`src/hdl/rmt_pkg.sv`:
```
// Shared types and constants of the range maximum tree.
package rmt_pkg;

  localparam int VAL_W = 32;
  localparam int POS_W = 11;

  localparam logic MODE_UPDATE = 1'b0;
  localparam logic MODE_QUERY  = 1'b1;

  localparam logic signed [VAL_W-1:0] NEG_ONE = -32'sd1;

  typedef logic signed [VAL_W-1:0] value_t;
  typedef logic [POS_W-1:0] pos_t;

  typedef struct packed {
    logic   valid;
    value_t value;
  } result_t;

endpackage

```
`src/hdl/rmt_if.sv`:
```
// Input and result channel interfaces of the range maximum tree.
interface rmt_in_if;
  logic            valid;
  logic            ready;
  logic            mode;
  rmt_pkg::pos_t   position;
  rmt_pkg::value_t new_value;
  rmt_pkg::pos_t   range_low;
  rmt_pkg::pos_t   range_high;

  modport source (output valid, output mode, output position, output new_value,
                  output range_low, output range_high, input ready);
  modport sink (input valid, input mode, input position, input new_value,
                input range_low, input range_high, output ready);
endinterface


```
`src/hdl/rmt_seq.sv`:
```
// Sequencer and shared max unit that walk the tree through one memory port.
module rmt_seq #(
  parameter int SIZE = 1024,
  localparam int IW = $clog2(2 * SIZE),
  localparam int CW = $clog2(2 * SIZE + 1)
) (
  input  logic              clk,
  input  logic              rst_n,
  rmt_in_if.sink            in_ch,
  input  logic              out_free,
  output rmt_pkg::result_t  res,
  output logic              mem_we,
  output logic [IW-1:0]     mem_addr,
  output rmt_pkg::value_t   mem_wdata,
  input  rmt_pkg::value_t   mem_rdata
);

  localparam logic [2:0] ST_CLR   = 3'd0;
  localparam logic [2:0] ST_IDLE  = 3'd1;
  localparam logic [2:0] ST_U_RD  = 3'd2;
  localparam logic [2:0] ST_U_UP  = 3'd3;
  localparam logic [2:0] ST_Q_L   = 3'd4;
  localparam logic [2:0] ST_Q_R   = 3'd5;
  localparam logic [2:0] ST_Q_OUT = 3'd6;

  localparam logic [IW-1:0] LAST_IX = IW'(2 * SIZE - 1);
  localparam logic [IW-1:0] ROOT_IX = IW'(1);

  logic [2:0]      state_r, state_nxt;
  logic [IW-1:0]   idx_r, idx_nxt;
  logic [CW-1:0]   l_r, l_nxt;
  logic [CW-1:0]   r_r, r_nxt;
  rmt_pkg::value_t acc_r, acc_nxt;
  logic            rd_pend_r, rd_pend_nxt;

  rmt_pkg::value_t cmp_max;
  rmt_pkg::value_t upd_val;
  logic [31:0]     lo_c;
  logic [31:0]     hi_c;
  logic            pos_ok;
  logic [IW-1:0]   leaf_ix;
  logic [CW-1:0]   l_init;
  logic [CW-1:0]   r_init;
  logic [CW-1:0]   r_dec;
  logic            accept;

  assign cmp_max = (rd_pend_r && (mem_rdata > acc_r)) ? mem_rdata : acc_r;
  assign upd_val = (in_ch.new_value < rmt_pkg::NEG_ONE) ? rmt_pkg::NEG_ONE
                                                         : in_ch.new_value;
  assign pos_ok  = (in_ch.position != '0) && (32'(in_ch.position) <= 32'(SIZE));
  assign leaf_ix = IW'(32'(SIZE) + 32'(in_ch.position) - 32'd1);
  assign lo_c    = (in_ch.range_low == '0) ? 32'd1 : 32'(in_ch.range_low);
  assign hi_c    = (32'(in_ch.range_high) > 32'(SIZE)) ? 32'(SIZE)
                                                       : 32'(in_ch.range_high);
  assign l_init  = CW'(32'(SIZE) + lo_c - 32'd1);
  assign r_init  = CW'(32'(SIZE) + hi_c);
  assign r_dec   = r_r - CW'(1);

  assign in_ch.ready = (state_r == ST_IDLE);
  assign accept      = in_ch.valid && in_ch.ready;

  always_comb begin
    state_nxt   = state_r;
    idx_nxt     = idx_r;
    l_nxt       = l_r;
    r_nxt       = r_r;
    acc_nxt     = cmp_max;
    rd_pend_nxt = 1'b0;
    mem_we      = 1'b0;
    mem_addr    = idx_r;
    mem_wdata   = cmp_max;
    res.valid   = 1'b0;
    res.value   = acc_r;
    unique case (state_r)
      ST_CLR: begin
        mem_we    = 1'b1;
        mem_wdata = rmt_pkg::NEG_ONE;
        idx_nxt   = idx_r + IW'(1);
        if (idx_r == LAST_IX) begin
          state_nxt = ST_IDLE;
        end
      end
      ST_IDLE: begin
        if (accept) begin
          if (in_ch.mode == rmt_pkg::MODE_UPDATE) begin
            acc_nxt   = upd_val;
            state_nxt = ST_U_RD;
            if (pos_ok) begin
              mem_we    = 1'b1;
              mem_addr  = leaf_ix;
              mem_wdata = upd_val;
              idx_nxt   = leaf_ix;
            end else begin
              idx_nxt = ROOT_IX;
            end
          end else begin
            acc_nxt = rmt_pkg::NEG_ONE;
            if (lo_c > hi_c) begin
              state_nxt = ST_Q_OUT;
            end else begin
              l_nxt     = l_init;
              r_nxt     = r_init;
              state_nxt = ST_Q_L;
            end
          end
        end
      end
      ST_U_RD: begin
        if (idx_r == ROOT_IX) begin
          state_nxt = ST_IDLE;
        end else begin
          mem_addr    = idx_r ^ ROOT_IX;
          rd_pend_nxt = 1'b1;
          state_nxt   = ST_U_UP;
        end
      end
      ST_U_UP: begin
        mem_we    = 1'b1;
        mem_addr  = idx_r >> 1;
        idx_nxt   = idx_r >> 1;
        state_nxt = ST_U_RD;
      end
      ST_Q_L: begin
        if (l_r < r_r) begin
          if (l_r[0]) begin
            mem_addr    = l_r[IW-1:0];
            rd_pend_nxt = 1'b1;
            l_nxt       = l_r + CW'(1);
          end
          state_nxt = ST_Q_R;
        end else begin
          state_nxt = ST_Q_OUT;
        end
      end
      ST_Q_R: begin
        l_nxt = l_r >> 1;
        if (r_r[0]) begin
          mem_addr    = r_dec[IW-1:0];
          rd_pend_nxt = 1'b1;
          r_nxt       = r_dec >> 1;
        end else begin
          r_nxt = r_r >> 1;
        end
        state_nxt = ST_Q_L;
      end
      ST_Q_OUT: begin
        if (out_free) begin
          res.valid = 1'b1;
          state_nxt = ST_IDLE;
        end
      end
      default: begin
        state_nxt = ST_IDLE;
      end
    endcase
  end

  always_ff @(posedge clk) begin
    if (!rst_n) begin
      state_r   <= ST_CLR;
      idx_r     <= '0;
      rd_pend_r <= 1'b0;
    end else begin
      state_r   <= state_nxt;
      idx_r     <= idx_nxt;
      rd_pend_r <= rd_pend_nxt;
    end
  end

  always_ff @(posedge clk) begin
    l_r   <= l_nxt;
    r_r   <= r_nxt;
    acc_r <= acc_nxt;
  end

endmodule

```
`src/flat_wrapper.sv`:
```
// flat-port wrapper written by rule: the top's interface ports become plain ports
module rmt_seq_flat 
#(
  parameter int SIZE = 1024,
  localparam int IW = $clog2(2 * SIZE),
  localparam int CW = $clog2(2 * SIZE + 1)
)
  (clk, rst_n, out_free, res, mem_we, mem_addr, mem_wdata, mem_rdata, in_ch_valid, in_ch_mode, in_ch_position, in_ch_new_value, in_ch_range_low, in_ch_range_high, in_ch_ready);
  rmt_in_if in_ch_i ();
  input  logic clk;
  input  logic rst_n;
  input  logic out_free;
  output rmt_pkg::result_t res;
  output logic mem_we;
  output logic [IW-1:0] mem_addr;
  output rmt_pkg::value_t mem_wdata;
  input  rmt_pkg::value_t mem_rdata;
  input wire logic [$bits(in_ch_i.valid)-1:0] in_ch_valid;
  input wire logic [$bits(in_ch_i.mode)-1:0] in_ch_mode;
  input wire logic [$bits(in_ch_i.position)-1:0] in_ch_position;
  input wire logic [$bits(in_ch_i.new_value)-1:0] in_ch_new_value;
  input wire logic [$bits(in_ch_i.range_low)-1:0] in_ch_range_low;
  input wire logic [$bits(in_ch_i.range_high)-1:0] in_ch_range_high;
  output wire logic [$bits(in_ch_i.ready)-1:0] in_ch_ready;
  assign in_ch_i.valid = in_ch_valid;
  assign in_ch_i.mode = in_ch_mode;
  assign in_ch_i.position = in_ch_position;
  assign in_ch_i.new_value = in_ch_new_value;
  assign in_ch_i.range_low = in_ch_range_low;
  assign in_ch_i.range_high = in_ch_range_high;
  assign in_ch_ready = in_ch_i.ready;
  rmt_seq #(.SIZE(SIZE)) u_core (.clk(clk), .rst_n(rst_n), .in_ch(in_ch_i), .out_free(out_free), .res(res), .mem_we(mem_we), .mem_addr(mem_addr), .mem_wdata(mem_wdata), .mem_rdata(mem_rdata));
endmodule
```
`config.mk`:
```
export PLATFORM = sky130hd
export DESIGN_NAME = rmt_seq_flat
export DESIGN_NICKNAME = d
export VERILOG_FILES = /design/src/hdl/rmt_pkg.sv /design/src/hdl/rmt_if.sv /design/src/hdl/rmt_seq.sv /design/src/flat_wrapper.sv
export SDC_FILE = /design/constraint.sdc
export NUM_CORES = 1
export LEC_CHECK = 0
export ABC_AREA = 1
export ABC_CLOCK_PERIOD_IN_PS = 3300
export BUFFER_PORTS_ARGS = -buffer_cell sky130_fd_sc_hd__buf_2
export CORE_MARGIN = 2
export CORE_UTILIZATION = 55
export CTS_CLUSTER_SIZE = 10
export DETAILED_ROUTE_END_ITERATION = 8
export GPL_ROUTABILITY_DRIVEN = 1
export PLACE_DENSITY = 0.94
export SYNTH_ARGS = -nofsm -noshare
export SYNTH_HDL_FRONTEND = slang
export SYNTH_SLANG_ARGS = --single-unit
```
`constraint.sdc`:
```
create_clock -name clk -period 3.3 [get_ports clk]
set_input_delay 0.165 -clock clk [delete_from_list [all_inputs] [get_ports clk]]
set_output_delay 0.165 -clock clk [all_outputs]
set_load 0.01 [all_outputs]
```
Word level (Yosys, flattened, before mapping):

Cells that the tools add are included.

* $add $sub $neg: 8
* $lt $le $gt $ge: 6
* eq/ne operators: 16
* multiplexer cells: 53
* bitwise gates (word level): 1
* reduce and logical (&&, ||, !) cells: 15

Operators with widths (number)
* two-way mux 32 bit: 8
* two-way mux 11 bit: 12
* two-way mux 12 bit: 8
* > comparator 32 bit: 2
* one-hot mux 32 bit (2 select lines): 1
* one-hot mux 11 bit (5 select lines): 1
* one-hot mux 12 bit (3 select lines): 1
* one-hot mux 11 bit (3 select lines): 1
* less-than comparator 32 x 1 -> 1 bit, second input constant: 1
* adder 11 x 12 -> 12 bit, first input constant: 2
* one-hot mux 12 bit (2 select lines): 1
* subtractor 12 x 1 -> 12 bit, second input constant: 2
* one-hot mux 3 bit (7 select lines): 1
* adder 12 x 1 -> 12 bit, second input constant: 1
* less-than comparator 12 bit: 1
* two-way mux 3 bit: 4
* adder 11 x 1 -> 11 bit, second input constant: 1
* adder 11 bit, first input constant: 1
* == test 11 x 1 -> 1 bit, second input constant: 1
* == test 11 bit, second input constant: 1
* > comparator 11 bit, second input constant: 1
* <= comparator 11 bit, second input constant: 1
* logical NOT 11 bit: 1
* nonzero test 11 bit: 1
* 20 further kinds: 44

* bits in registers: 71
* input port bits: 102
* output and inout bits: 78
* word-level logic and storage cells: 106

Depth between registers and ports, before layout:

* word-level depth: 8
* depth in mapped cells: 21
* depth with buffers taken out: 21

Worst setup path before layout:

OpenSTA, ideal clock, no wires.

* kind: in2reg
* from: in in_ch_range_high[0]
* to: reg u_core.l_r[10] (enable)
* library setup time: 0.378 ns
* arrival time: 2.541 ns
* data required time: 2.922 ns
* path slack: 0.380 ns
* stages: 14
* buffers on the path: 0
* cell sequence: or2_2 > nor4_1 > a21oi_1 > nor2_1 > inv_1 > ha_1 > a21o_1 > a31oi_1 > o211ai_1 > a21oi_1 > o21ai_0 > a21oi_1 > nand2_1 > nor2_1

* longest elaborated chain between the ends: 5

Ends and longest elaborated chain
* start: declaration: RTL line flat_wrapper.sv:23 `input wire logic [$bits(in_ch_i.range_high)-1:0] in_ch_range_high;`
* > comparator 11 bit: RTL line rmt_seq.sv:53 `assign hi_c = (32'(in_ch.range_high) > 32'(SIZE)) ? 32'(SIZE)`
* two-way mux 11 bit *: RTL line rmt_seq.sv:53
* > comparator 32 bit *: RTL line rmt_seq.sv:98 `if (lo_c > hi_c) begin`
* != test 2 bit (no line) *
* AND reduction 6 bit (no line) *
* end signal: assignment: RTL line rmt_seq.sv:171 `l_r <= l_nxt;`
* end: declaration: RTL line rmt_seq.sv:31 `logic [CW-1:0] l_r, l_nxt;`

Every way passes the cells marked *; elsewhere a longest branch is shown, timed or not.
A chain may end at the register's enable or synchronous reset.

Final worst setup path:

* from: reg u_core.state_r[2]
* to: out mem_addr[9]

* longest elaborated chain between the ends: 4
* elaborated cells on any way between the ends: 8
* those cells by class: eq/ne: 5; mux: 2; reduce/logical: 1

Ends and longest elaborated chain
* start: declaration: RTL line rmt_seq.sv:29 `logic [2:0] state_r, state_nxt;`
* start signal: assignment: RTL line rmt_seq.sv:164 `state_r <= state_nxt;`
* == test 3 x 1 -> 1 bit: RTL line rmt_seq.sv:59, rmt_seq.sv:74
* logical AND 1 bit: RTL line rmt_seq.sv:60 `assign accept = in_ch.valid && in_ch.ready;`
* two-way mux 11 bit: RTL line rmt_seq.sv:84 `if (accept) begin`
* one-hot mux 11 bit (5 select lines) *: RTL line rmt_seq.sv:74 `unique case (state_r)`
* end: declaration: RTL line flat_wrapper.sv:15 `output logic [IW-1:0] mem_addr;`

Marked as above.

==> results.md <==
* Crit path DAT at 3.05 ns
* CTS Buf Count at 9
* Min cycle time layout at 3.22 ns
* Syn. warnings at 0
* Vias per inst at 6.00
* PD cells at 293 mW/mm2
* Grt ovf at 0
* Cells after synthesis at 1,128
* Period utilisation layout at 0.976
* Starting Density at 0.567
* Async set-reset flop share out of synthesis at 0
* Routability cong. at 1.02
* Util after Layout at 0.676
* Post-route cell area at 0.00860 mm2
* Worst-Margin Slew at 0.766 ns
* Maximum root-to-sink buffer count at 2
* Fin. Hold Viols at 0
* Synth-to-Final Area Change at 19.3%
* Core area at 0.0127 mm2
* Antenna viol nets, final at 0
* Clk sinks at 71
* CP Max Fanout at 31
* Std-Cell Rows at 41
* Largest area contributor in the netlist: dfxtp_1
* Worst Path Required at 3.13 ns
* Post-Route Skew at 0.0131 ns
* Wire length of the first global-routing pass at 39.0 mm
* Status: finished, final reports clean
* Ys flop type: dfxtp_1
* Synth top cells by count: nand2_1, inv_1, o21ai_0, a21oi_1, nor2_1
* Fin. max-slew vios at 0
* Tot GR Track Use at 0.341
* Clk_lat worst skew at 0.36 ns
* CP endpoint kind: primary output
* R2r setup slk at 0.75 ns
* Final Routed Wirelength at 24.7 mm
* Placed instance area at 0.00830 mm2
* RR Endpoint: u_core.l_r[2]
* Hold Path Class: in -> reg
* DR iter-0 viols at 1,198
* Synth cell types at 54
* Reg2Reg Depth at 13
* Maximum number of pins on one net before global-route repair at 55
* Worst slew margin at 0.484
* Fill cells at 1,111
* Die width at 119 um
* Share of cells above drive strength 1 at 0.193
* Synth top area cells: dfxtp_1, nand2_1, ha_1
* Mapped cell area at 0.00721 mm2
* CP startpoint kind: flip-flop
* Highest Clock Rate at 311 MHz
* Die outline area at 0.0140 mm2
* RSZ-0062 raised after global routing: no
* Dpl hpwl at 18.8 mm
* Routed WL per cell at 16.8 um
* Clock root buffer: clkbuf_16
* # Post-CTS Setup Buffers at 0
* Max-Cap Viols at 0
* Vias in the first global route at 8,200
* Mean Syn Cell Area at 6.39 um2
* Area share of the largest cell type after synthesis at 0.130
* Most numerous cell in the Yosys netlist: nand2_1
* DIE HEIGHT at 119 um
* Critical path class: reg -> out
* H-tree levels at 3
* IO buf count at 179
* Hold endpoint: u_core.acc_r[31]
* Maximum vdd drop at 0.000234 V
* # IOs at 180
* Sequential share of the synthesized area at 0.230
* Hold wc startpoint: in_ch_valid
* Syn nets at 1,291
* DRT Pass-1 Iters at 6
* Initial antenna violation count at 1
* Number of synthesized register bits at 71
* Nets at 1,455
* LEAKAGE at 0.00420 uW
* CTS tree: done
* Vias at 8,826
* Final setup vio count at 0
* DRC Markers at 0
* Clock-pin slew on the worst setup and hold paths at 0.07 ns
* Hold Path Depth at 2
* R2R Path Start: u_core.r_r[1]
* Post-synth EDFFs at 24
* Setup TNS at 0 ns
[worst max-delay path by stage]
stage,startpoint,end,cells after the start
2_1_floorplan,in_ch_range_high[0],u_core.l_r[10],14
3_3_place_gp,in_ch_range_high[0],u_core.l_r[9],16
3_5_place_dp,in_ch_range_high[0],u_core.l_r[9],16
4_1_cts,u_core.state_r[2],mem_addr[9],11
5_1_grt,u_core.acc_r[23],mem_wdata[28],18
6_report,u_core.state_r[2],mem_addr[9],11
[cells in the final DEF, fill, tap and decap left out, drive strengths merged, types with 3 or more instances in the layout]
master   count
a211oi       5
a21boi       4
a21o        14
a21oi      105
a22oi        5
a31oi       12
a41oi        4
buf        200
clkbuf       9
clkinv       4
dfxtp       47
edfxtp      24
ha          61
inv        190
nand2      227
nand3       24
nand3b       3
nand4       29
nor2        95
nor3        31
nor4        10
o2111ai      5
o211ai      12
o21a         4
o21ai      125
o21bai       8
o221ai       3
o31a         5
or2          4
xor2        13
[metrics by stage]
step | hold slack (ns) | instances | setup slack [ns] | power, uW
after floorplan | 0.286 | 1128 | 0.380 | 1290
after global placement | 0.435 | 1453 | 0.433 | 1480
after detailed placement | 0.437 | 1453 | 0.197 | 1500
after CTS | 0.0800 | 1469 | 0.186 | 2500
after global routing | 0.0926 | 1470 | 0.00914 | 2620
final | 0.0792 | 1470 | 0.0804 | 2520
[critical path: stages, from the launching register on]
cell       delay [ns]
dfxtp_1          0.41
nor2_4           0.28
inv_4            0.12
nor2_8           0.11
buf_4            0.41
nor2_2           0.07
buf_4            0.18
a2111oi_0        0.52
nand3_1          0.13
o21ai_0          0.09
o21ai_0          0.18
buf_2            0.18
[layer usage]
layer | global-route usage | wire (um) | share of wire | up-vias
li1 | - | - | - | 4145
met1 | 0.413 | 9080 | 0.37 | 3897
met2 | 0.578 | 11600 | 0.47 | 658
met3 | 0.0656 | 2910 | 0.12 | 126
met4 | 0.166 | 1100 | 0.044 | 0
met5 | 0 | 0 | 0 | -
[repair_timing]
action,4_1_cts,5_1_grt
hold buffers,0,0
setup endpoints to repair,0,2
resized for setup,0,1
[area by class of cell]
type,count,area (um2),share of cell area
Antenna cell,1,2.50,0.000291
Clock inverter,7,71.3,0.00829
Inverter,189,714,0.0831
Timing Repair Buffer,200,1070,0.124
Sequential cell,71,1660,0.193
Tap cell,172,215,0.0250
Multi-Input combinational cell,821,4640,0.540
Clock buffer,9,225,0.0262
[flip-flops by register name, summed over array words and instances (netlist names)]
signal	flops
u_core.r_r	12
u_core.idx_r	11
u_core.state_r	3
u_core.acc_r	32
u_core.l_r	12
u_core.rd_pend_r	1
[power breakdown]
group	switching, uW	total [uW]	internal [uW]
Sequential	28.2	972	944
Combinational	314	522	208
Clock	435	1020	588
[cell families (layout without fill, tap and decap cells)]
kind of cell | after synthesis | after routing | share of synthesized area
simple gates | 425 | 425 | 0.262
compound gates | 320 | 320 | 0.257
buf+inv | 236 | 405 | 0.126
flops | 71 | 71 | 0.230
fa+ha+maj | 61 | 61 | 0.106
xor+xnor | 15 | 15 | 0.0182
other cells | 0 | 1 | 0
(Power assumes the default switching activity.)
